<file path="src/hdl/rmea_pkg.sv">
package rmea_pkg;

	// Fixed-point constants
	localparam logic signed [16:0] ONE_Q14     = 17'sd16384;
	localparam logic signed [16:0] NEG_ONE_Q14 = -17'sd16384;
	localparam logic [14:0]        PI_Q13      = 15'd25736;
	localparam logic signed [31:0] PI_Q24      = 32'sd52707179;
	localparam logic signed [31:0] HALF_PI_Q24 = 32'sd26353589;
	localparam logic [29:0]        SQ_FULL     = 30'h1000_0000;

	// Square root row: radicand up to 2^28, so 15 two-bit steps
	localparam int SQRT_STEPS = 15;
	localparam int SQ_W       = 30;

	// Divider row: 16 quotient bits; a quotient of 2^15 or more saturates
	localparam int DIV_STEPS = 16;
	localparam int DIV_REM_W = 47;
	localparam int DIV_DEN_W = 32;
	localparam int DIV_NUM_W = 33;

	// Arctangent of 2^-i in Q.24
	localparam int ATAN_LEN = 24;
	localparam logic [23:0] ATAN_Q24 [ATAN_LEN] = '{
		24'd13176795, 24'd7778716, 24'd4110060, 24'd2086331,
		24'd1047214, 24'd524117, 24'd262123, 24'd131069,
		24'd65536, 24'd32768, 24'd16384, 24'd8192,
		24'd4096, 24'd2048, 24'd1024, 24'd512,
		24'd256, 24'd128, 24'd64, 24'd32,
		24'd16, 24'd8, 24'd4, 24'd2
	};

	typedef struct packed {
		logic signed [15:0] r00;
		logic signed [15:0] r01;
		logic signed [15:0] r02;
		logic signed [15:0] r12;
		logic signed [15:0] r20;
		logic signed [15:0] r21;
		logic signed [15:0] r22;
	} matrix_t;

	typedef struct packed {
		logic signed [15:0] angle_a;
		logic [14:0]        angle_b;
		logic signed [15:0] angle_c;
		logic               degenerate;
	} angles_t;

	typedef struct packed {
		logic signed [16:0] co;
		logic               neg;
	} pair_t;

	// Clamp a (cos, sin) pair; the order of the checks matters
	function automatic pair_t pair_clamp(input logic signed [16:0] co_i,
		input logic signed [16:0] si_i);
		logic signed [16:0] co;
		logic signed [16:0] si;
		pair_t r;
		co = co_i;
		si = si_i;
		if (co > ONE_Q14) begin
			co = ONE_Q14;
			si = '0;
		end
		if (co < NEG_ONE_Q14) begin
			co = NEG_ONE_Q14;
			si = '0;
		end
		if (si > ONE_Q14) begin
			si = ONE_Q14;
			co = '0;
		end
		if (si < NEG_ONE_Q14) begin
			si = NEG_ONE_Q14;
			co = '0;
		end
		r.co = co;
		r.neg = si[16];
		return r;
	endfunction

endpackage

</file>
<file path="src/hdl/rmea_div_cell.sv">
module rmea_div_cell #(
	parameter int SH    = 0,
	parameter int TAG_W = 1
) (
	input  logic                                clk,
	input  logic                                arst_n,
	input  logic                                en,
	input  logic                                vld_i,
	input  logic [rmea_pkg::DIV_REM_W-1:0]      rem_i,
	input  logic [rmea_pkg::DIV_DEN_W-1:0]      den_i,
	input  logic [rmea_pkg::DIV_STEPS-1:0]      quo_i,
	input  logic [TAG_W-1:0]                    tag_i,
	output logic                                vld_o,
	output logic [rmea_pkg::DIV_REM_W-1:0]      rem_o,
	output logic [rmea_pkg::DIV_DEN_W-1:0]      den_o,
	output logic [rmea_pkg::DIV_STEPS-1:0]      quo_o,
	output logic [TAG_W-1:0]                    tag_o
);

	logic                              vld_q;
	logic [rmea_pkg::DIV_REM_W-1:0]    rem_q;
	logic [rmea_pkg::DIV_DEN_W-1:0]    den_q;
	logic [rmea_pkg::DIV_STEPS-1:0]    quo_q;
	logic [TAG_W-1:0]                  tag_q;
	logic [rmea_pkg::DIV_REM_W-1:0]    dsh;
	logic                              fits;
	logic [rmea_pkg::DIV_STEPS-1:0]    quo_n;

	// Compare the remainder with the shifted divisor
	assign dsh  = rmea_pkg::DIV_REM_W'(den_i) << SH;
	assign fits = rem_i >= dsh;

	always_comb begin
		quo_n = quo_i;
		quo_n[SH] = fits;
	end

	always_ff @(posedge clk or negedge arst_n) begin
		if (!arst_n) begin
			vld_q <= 1'b0;
		end else if (en) begin
			vld_q <= vld_i;
		end
	end

	always_ff @(posedge clk) begin
		if (en) begin
			rem_q <= fits ? rem_i - dsh : rem_i;
			den_q <= den_i;
			quo_q <= quo_n;
			tag_q <= tag_i;
		end
	end

	assign vld_o = vld_q;
	assign rem_o = rem_q;
	assign den_o = den_q;
	assign quo_o = quo_q;
	assign tag_o = tag_q;

endmodule

</file>
<file path="src/hdl/rmea_divider.sv">
module rmea_divider #(
	parameter int TAG_W = 1
) (
	input  logic                                  clk,
	input  logic                                  arst_n,
	input  logic                                  en,
	input  logic                                  vld_i,
	input  logic signed [rmea_pkg::DIV_NUM_W-1:0] num_i,
	input  logic [rmea_pkg::DIV_DEN_W-1:0]        den_i,
	input  logic [TAG_W-1:0]                      tag_i,
	output logic                                  vld_o,
	output logic signed [16:0]                    quo_o,
	output logic [TAG_W-1:0]                      tag_o
);

	localparam int N   = rmea_pkg::DIV_STEPS;
	localparam int CTW = TAG_W + 3;

	logic [rmea_pkg::DIV_NUM_W-1:0] mag;
	logic [rmea_pkg::DIV_REM_W-1:0] num_sh;
	logic [rmea_pkg::DIV_REM_W-1:0] den_top;

	logic                            vld_s1;
	logic [rmea_pkg::DIV_REM_W-1:0]  rem_s1;
	logic [rmea_pkg::DIV_DEN_W-1:0]  den_s1;
	logic [CTW-1:0]                  tag_s1;

	logic                            vld_c [N+1];
	logic [rmea_pkg::DIV_REM_W-1:0]  rem_c [N+1];
	logic [rmea_pkg::DIV_DEN_W-1:0]  den_c [N+1];
	logic [N-1:0]                    quo_c [N+1];
	logic [CTW-1:0]                  tag_c [N+1];

	logic                            neg_e;
	logic                            zero_e;
	logic                            sat_e;
	logic [16:0]                     mag_e;

	logic                            vld_s3;
	logic signed [16:0]              quo_s3;
	logic [TAG_W-1:0]                tag_s3;

	// Magnitude of numerator times one, and the saturation test
	assign mag     = num_i[rmea_pkg::DIV_NUM_W-1] ? -num_i : num_i;
	assign num_sh  = rmea_pkg::DIV_REM_W'(mag) << 14;
	assign den_top = rmea_pkg::DIV_REM_W'(den_i) << N - 1;

	always_ff @(posedge clk or negedge arst_n) begin
		if (!arst_n) begin
			vld_s1 <= 1'b0;
		end else if (en) begin
			vld_s1 <= vld_i;
		end
	end

	always_ff @(posedge clk) begin
		if (en) begin
			rem_s1 <= num_sh;
			den_s1 <= den_i;
			tag_s1 <= {num_i[rmea_pkg::DIV_NUM_W-1], den_i == '0, num_sh >= den_top, tag_i};
		end
	end

	assign vld_c[0] = vld_s1;
	assign rem_c[0] = rem_s1;
	assign den_c[0] = den_s1;
	assign quo_c[0] = '0;
	assign tag_c[0] = tag_s1;

	// Restoring division, one quotient bit per cell, high bit first
	for (genvar g = 0; g < N; g++) begin : g_cell
		rmea_div_cell #(
			.SH    (N - 1 - g),
			.TAG_W (CTW)
		) u_cell (
			.clk    (clk),
			.arst_n (arst_n),
			.en     (en),
			.vld_i  (vld_c[g]),
			.rem_i  (rem_c[g]),
			.den_i  (den_c[g]),
			.quo_i  (quo_c[g]),
			.tag_i  (tag_c[g]),
			.vld_o  (vld_c[g+1]),
			.rem_o  (rem_c[g+1]),
			.den_o  (den_c[g+1]),
			.quo_o  (quo_c[g+1]),
			.tag_o  (tag_c[g+1])
		);
	end

	// Apply zero divisor, saturation and sign
	assign {neg_e, zero_e, sat_e} = tag_c[N][CTW-1:TAG_W];

	always_comb begin
		if (zero_e) begin
			mag_e = '0;
		end else if (sat_e) begin
			mag_e = 17'd32768;
		end else begin
			mag_e = {1'b0, quo_c[N]};
		end
	end

	always_ff @(posedge clk or negedge arst_n) begin
		if (!arst_n) begin
			vld_s3 <= 1'b0;
		end else if (en) begin
			vld_s3 <= vld_c[N];
		end
	end

	always_ff @(posedge clk) begin
		if (en) begin
			quo_s3 <= neg_e ? -$signed(mag_e) : $signed(mag_e);
			tag_s3 <= tag_c[N][TAG_W-1:0];
		end
	end

	assign vld_o = vld_s3;
	assign quo_o = quo_s3;
	assign tag_o = tag_s3;

endmodule

</file>
<file path="config.mk">
export PLATFORM = sky130hd
export DESIGN_NAME = rmea_divider
export DESIGN_NICKNAME = d
export VERILOG_FILES = /design/src/hdl/rmea_pkg.sv /design/src/hdl/rmea_div_cell.sv /design/src/hdl/rmea_divider.sv
export SDC_FILE = /design/constraint.sdc
export NUM_CORES = 2
export LEC_CHECK = 0
export ABC_CLOCK_PERIOD_IN_PS = 6100
export BUFFER_PORTS_ARGS = -buffer_cell sky130_fd_sc_hd__buf_2
export CAP_MARGIN = 5
export CELL_PAD_IN_SITES_DETAIL_PLACEMENT = 1
export CELL_PAD_IN_SITES_GLOBAL_PLACEMENT = 1
export CORE_ASPECT_RATIO = 1.5
export CORE_UTILIZATION = 56
export CTS_CLUSTER_DIAMETER = 30
export CTS_CLUSTER_SIZE = 20
export DETAILED_ROUTE_END_ITERATION = 8
export PLACE_DENSITY_LB_ADDON = 0.2
export SLEW_MARGIN = 20
export SYNTH_ARGS = -nofsm -noshare
export SYNTH_HDL_FRONTEND = slang
export SYNTH_SLANG_ARGS = --single-unit
</file>
<file path="constraint.sdc">
create_clock -name clk -period 6.1 [get_ports clk]
set_input_delay 1.22 -clock clk [delete_from_list [all_inputs] [get_ports clk]]
set_output_delay 1.22 -clock clk [all_outputs]
set_load 0.05 [all_outputs]
</file>
# Word-level counts from Yosys, hierarchy flattened
# Cells that the tools add are included.
[totals]
memories = 0
latchBits = 0
mem_bits_ro = 0
ram_bits = 0
out_inout_bits = 19
register_bits = 1490
[op_classes]
n_lt_le_gt_ge = 17
n_div = 0
muxes = 19
mul = 0
addsub = 17
n_reduce_logical = 1
eq_ne = 0
bitwise = 0
n_shift = 0
[op_table]
columns = ["op", "count"]
rows = [
  ["47-bit two-way mux", 15],
  ["47-bit >= comparator", 2],
  ["47-bit by 32-bit >= comparator with 1-bit output", 1],
  ["47-bit by 33-bit >= comparator with 1-bit output", 1],
  ["47-bit by 34-bit >= comparator with 1-bit output", 1],
  ["47-bit by 35-bit >= comparator with 1-bit output", 1],
  ["47-bit by 36-bit >= comparator with 1-bit output", 1],
  ["47-bit by 37-bit >= comparator with 1-bit output", 1],
  ["47-bit by 38-bit >= comparator with 1-bit output", 1],
  ["47-bit by 39-bit >= comparator with 1-bit output", 1],
  ["47-bit by 40-bit >= comparator with 1-bit output", 1],
  ["47-bit by 41-bit >= comparator with 1-bit output", 1],
  ["47-bit by 42-bit >= comparator with 1-bit output", 1],
  ["47-bit by 43-bit >= comparator with 1-bit output", 1],
  ["47-bit by 44-bit >= comparator with 1-bit output", 1],
  ["47-bit by 45-bit >= comparator with 1-bit output", 1],
  ["47-bit by 46-bit >= comparator with 1-bit output", 1],
  ["47-bit by 33-bit subtractor with 47-bit output", 1],
  ["47-bit by 34-bit subtractor with 47-bit output", 1],
  ["47-bit by 35-bit subtractor with 47-bit output", 1],
  ["47-bit by 36-bit subtractor with 47-bit output", 1],
  ["47-bit by 37-bit subtractor with 47-bit output", 1],
  ["47-bit by 38-bit subtractor with 47-bit output", 1],
  ["47-bit by 39-bit subtractor with 47-bit output", 1],
  ["other kinds (14)", 15],
]

# Longest topological paths before layout
[logic_depth]
word_depth = 4
depth_mapped = 21

# Hierarchy
# From an unflattened synthesis, not the netlist that was laid out.
[hier_totals]
hier_cells = 8273
area_unflattened_um2 = 93793.7
[by_module_without_submodules]
columns = ["mod", "seq_area_each_um2", "cells_per_inst", "area_each_um2", "instances"]
rows = [
  ["rmea_div_cell at g_cell[14].u_cell", 2997.9, 537, 5840.6, 1],
  ["rmea_div_cell at g_cell[15].u_cell", 2997.9, 537, 5808.1, 1],
  ["rmea_div_cell at g_cell[12].u_cell", 2997.9, 533, 5804.3, 1],
  ["rmea_div_cell at g_cell[13].u_cell", 2997.9, 528, 5800.6, 1],
  ["rmea_div_cell at g_cell[1].u_cell", 2997.9, 472, 5711.7, 1],
  ["rmea_div_cell at g_cell[4].u_cell", 2997.9, 504, 5645.4, 1],
  ["rmea_div_cell at g_cell[10].u_cell", 2997.9, 512, 5564.1, 1],
  ["rmea_div_cell at g_cell[7].u_cell", 2997.9, 465, 5559.1, 1],
  ["rmea_div_cell at g_cell[11].u_cell", 2997.9, 488, 5546.6, 1],
  ["rmea_div_cell at g_cell[9].u_cell", 2997.9, 507, 5546.6, 1],
  ["rmea_div_cell at g_cell[8].u_cell", 2997.9, 465, 5462.7, 1],
  ["rmea_div_cell at g_cell[2].u_cell", 2997.9, 467, 5454.0, 1],
  ["rmea_div_cell at g_cell[6].u_cell", 2997.9, 476, 5416.4, 1],
  ["rmea_div_cell at g_cell[3].u_cell", 2997.9, 485, 5375.2, 1],
  ["+3 rows", "--", "--", "--", "--"],
]

# Least setup slack after synthesis
# OpenSTA, ideal clock, no wires.
[synth_timing]
kind = "in2reg"
start = "input port num_i[3] (netlist bit)"
end = "register tag_s1[1], data pin"
arrival_time_ns = 5.099
setup_slack_ns = 0.732
stages = 21
n_path_buf = 0
setup_ns = 0.270
cell_sequence = "nor4_2 -> nand2b_1 -> nor3_2 -> nand2_1 -> or3_1 -> or4_1 -> or4_4 -> or4_4 -> o41ai_4 -> xnor2_1 -> ha_1 -> a21oi_1 -> nor2b_1 -> o21ai_0 -> nand2b_1 -> a21oi_1 -> nor2b_1 -> o21ai_0 -> nand2b_1 -> a21oi_1 -> o31ai_1"
[synth_between]
elab_chain_cells = 3
[synth_lines]
columns = ["element", "line", "source"]
rows = [
  ["from (decl)", "rmea_divider.sv:8", "input logic signed [rmea_pkg::DIV_NUM_W-1:0] num_i,"],
  ["33-bit negator", "rmea_divider.sv:44", "assign mag = num_i[rmea_pkg::DIV_NUM_W-1] ? -num_i : num_i;"],
  ["33-bit two-way mux", "rmea_divider.sv:44", ""],
  ["named net mag (one bit)", "rmea_divider.sv:19", "logic [rmea_pkg::DIV_NUM_W-1:0] mag;"],
  ["47-bit >= comparator", "rmea_divider.sv:60", "tag_s1 <= {num_i[rmea_pkg::DIV_NUM_W-1], den_i == '0, num_sh >= den_top, tag_i};"],
  ["to (signal assigned)", "rmea_divider.sv:60", ""],
  ["to (decl)", "rmea_divider.sv:26", "logic [CTW-1:0] tag_s1;"],
]
# The timed path passes the listed nets, and every way through them passes these cells.
# A chain may end at the register's enable or synchronous reset.

# Worst setup path after layout
# Same ends and word-level chain as after synthesis.

==> results.yml <==
floorplan:
  die_w_um: 307
  start_util: 0.565
  dieHeight_um: 459
  core-area_um2: 138000
  ios: 89
  fp-row-count: 167
  die_area_um2: 141000
setup_path:
  crit_fanout: 3
  r2r-end: "g_cell[6].u_cell.rem_o[17]"
  regToRegSetupSlack_ns: 1.00
  cp.required_ns: 6.70
  rr_startpoint: "g_cell[5].u_cell.den_o[2]"
  arrival_ns: 5.79
  endpoint_kind: "flip-flop"
  start_kind: "primary input"
  rr_worst_depth: 13
  critical_path_class: "in2reg"
final_layout:
  nets: 7990
  num-fill-cells: 14081
  area_delta_synth_final_pct: 14.1
  seq_area_um2: 41100
  drive_gt1_frac: 0.0987
  multi_input_area_um2: 33700
placed_design:
  port_buffers: 88
  place.gp.congestion: 1.00
  hpwl_um: 175000
power_and_ir_drop:
  p_per_area_nw_per_um2: 529
  peakVddDrop_mv: 0.351
  clkPwrFrac: 0.288
  comb_power_share: 0.394
  p_seq_frac: 0.318
  power_report.internal_total_mw: 29.3
  leakagePower_nw: 35.9
  switching_share: 0.378
  p_sw_mw: 17.8
sta:
  tightest_slew_ns: 1.17
  min_period_ns: 5.19
  maxSlewHeadroom: 0.211
  setup_viol: 0
  setup_tns_ns: 0
  holdWs_ns: 0.283
  hold_viol: 0
  slew_violations: 0
  rsz0062_at_grt: "no"
  finClkSkew_ns: 0.0427
  fin_crit_sh: 0.851
  max_freq_mhz: 193
synth:
  syn-num-nets: 7793
  synth_cells: 7163
  synth_compound_area_frac: 0.153
  synth.distinct_cells: 81
  synth_top_family_by_area: "compound AO/OA/AOI/OAI gates"
  seq_area_frac_synth: 0.527
  synth_area_leaders: "edfxtp_1, ha_1, a21oi_1"
  synth_xor_area_frac: 0.0613
  synthAdderAreaFrac: 0.0913
  synth.avg_cell_area_um2: 10.9
  ys.warnings.count: 0
  synthTopCellsByCount: "edfxtp_1, inv_1, a21oi_1"
  synth_edf_count: 1353
  synth-seq-cells: 1371
  muxShareOfSynthArea: 0.0153
  async_flop_share: 0.0131
  yosysTopAreaCellShare: 0.521
  synth_simple_gate_area_frac: 0.110
  synthFlopType: "edfxtp_1"
  yosysMostFrequentCell: "edfxtp_1"
  synth_area_leader_cell: "edfxtp_1"
  netlist_area_um2: 78000
routing:
  wirelength_um: 242000
  routedWlPerCell_um: 25.7
  via_count: 57751
  drc: 0
  drt_iter0_drc: 3154
  drt-pass1-iter-count: 5
  vias_per_cell: 6.13
  ant_nets: 0
grt:
  grt_pass1_wl_um: 367000
  grt_pass1_vias: 65318
  grt_use_met2: 0.702
  grt_util_met3: 0.0468
  top_usage_layer: "met2"
  antenna_found_initial: 6
  grt_max_degree: 189
  track_usage: 0.345
  grtUsageMet1: 0.257
  grt_overflow: 0
status:
  status: "complete, no violations"
clocking:
  cts_hold_buffers: 0
  cts_buffer_depth: 3
  cts_buffers: 228
  cts.clk_slew.worst_paths_ns: 0.07
  worst_skew_pair.late_latency_ns: 0.89
  cts_setup_buffers: 0
  htreeDepth: 4
  root_buffer: "clkbuf_16"
  cts.sinks: 1371
  ctsResizeCount: 0
  cts_tree: "done"
hold_path:
  hold_path.class: "in2async"
flow_run:
  max_cap_violations: 0
[area by class of cell]
type                       count  area share
tap                         1859      0.0261
timing repair buffer         168      0.0137
inverter                     682      0.0288
sequential                  1371       0.462
clock buffer                 251      0.0658
antenna                        6    0.000169
clock inverter               177      0.0249
multi-input combinational   4909       0.379
[cell usage in the layout, fill, tap and decap left out, types with 47 or more instances in the layout]
| cell | count |
|---|---|
| buf_4 | 67 |
| o21bai_1 | 57 |
| o31ai_1 | 47 |
| nand2_1 | 498 |
| nand2b_1 | 81 |
| edfxtp_1 | 1353 |
| xor2_1 | 228 |
| nor4_1 | 50 |
| nor3_1 | 116 |
| xnor2_1 | 318 |
| nand4_1 | 118 |
| nor2_1 | 477 |
| nand3_1 | 127 |
| nor2b_1 | 84 |
| clkbuf_16 | 229 |
| a31oi_1 | 56 |
| mux2_2 | 104 |
| ha_1 | 545 |
| inv_1 | 680 |
| a21oi_1 | 635 |
| buf_2 | 87 |
| o21a_1 | 91 |
| a21o_1 | 256 |
| o21ai_0 | 449 |
[worst max-delay path, cell delays in order]
cell and delay (ns):
buf_2 0.11, nor4_2 0.31, nand2b_1 0.16, nor3_2 0.17, nand2_1 0.14, or3_1 0.42
or4_1 0.45, or4_4 0.47, or4_4 0.45, o41ai_4 0.23, xnor2_1 0.22, ha_1 0.31
a21oi_1 0.13, nor2b_1 0.05, o21ai_0 0.17, nand2b_1 0.08, a21oi_1 0.16, nor2b_1 0.06
o21ai_0 0.14, nand2b_1 0.07, a21oi_1 0.16, o31ai_1 0.10
[logic make-up (layout without fill, tap and decap cells)]
| family | after synthesis | in the layout |
|---|---|---|
| adder cells (fa/ha/maj) | 560 | 560 |
| XOR/XNOR | 546 | 546 |
| flip-flops | 1371 | 1371 |
| multiplexers | 106 | 106 |
| other | 0 | 6 |
| AND/OR/NAND/NOR | 1782 | 1782 |
| buffers and inverters | 883 | 1278 |
| AO/OA/AOI/OAI | 1915 | 1915 |
[per-layer routing]
metal / up-vias / share of wire / routed length [um]
met5: - / 0.00014 / 34
li1: 26707 / - / -
met2: 1608 / 0.58 / 140000
met3: 931 / 0.027 / 6630
met4: 4 / 0.12 / 27900
met1: 28501 / 0.28 / 67700
[sequential cells by signal, summed over array words and instances (netlist names), 4 cells and up]
name	flops
den_s1	32
g_cell.u_cell.den_o	480
g_cell.u_cell.rem_o	586
g_cell.u_cell.tag_o	64
rem_s1	33
quo_o	17
g_cell.u_cell.vld_o	16
tag_s1	4
g_cell.u_cell.quo_o	136
[through the flow]
| stage | instances | power, mW | instance area [um^2] | setup WS (ns) | utilization |
|---|---|---|---|---|---|
| after floorplan | 7163 | 27.1 | 78000 | 0.732 | - |
| after global placement | 8989 | 31.8 | 80900 | 0.00173 | 0.586 |
| after detailed placement | 8989 | 32.8 | 80900 | 0.0381 | 0.586 |
| after CTS | 9417 | 46.9 | 89000 | 0.932 | 0.644 |
| after global routing | 9421 | 49.1 | 89000 | 0.545 | 0.644 |
| final | 9423 | 47.0 | 89000 | 0.906 | 0.644 |
[how the worst max path moves through the flow]
stage / start / cells past startpoint / slack [ns] / end
finish: num_i[3] / 22 / 0.91 / tag_s1[1]
floorplan: num_i[3] / 21 / 0.73 / tag_s1[1]
global placement: num_i[3] / 22 / 0.002 / tag_s1[1]
detailed placement: num_i[3] / 22 / 0.04 / tag_s1[1]
CTS: num_i[3] / 22 / 0.93 / tag_s1[1]
global route: num_i[3] / 22 / 0.55 / tag_s1[1]
[power by group through the flow]
stage | Sequential, mW | Combinational (mW) | Clock [mW]
detailed placement | 15.0 | 17.8 | 0
global route | 15.2 | 20.0 | 14.0
global placement | 14.9 | 16.9 | 0
CTS | 14.9 | 18.3 | 13.6
finish | 15.0 | 18.5 | 13.5
floorplan | 14.5 | 12.6 | 0
No activity file was read; power rests on OpenSTA's default activity.
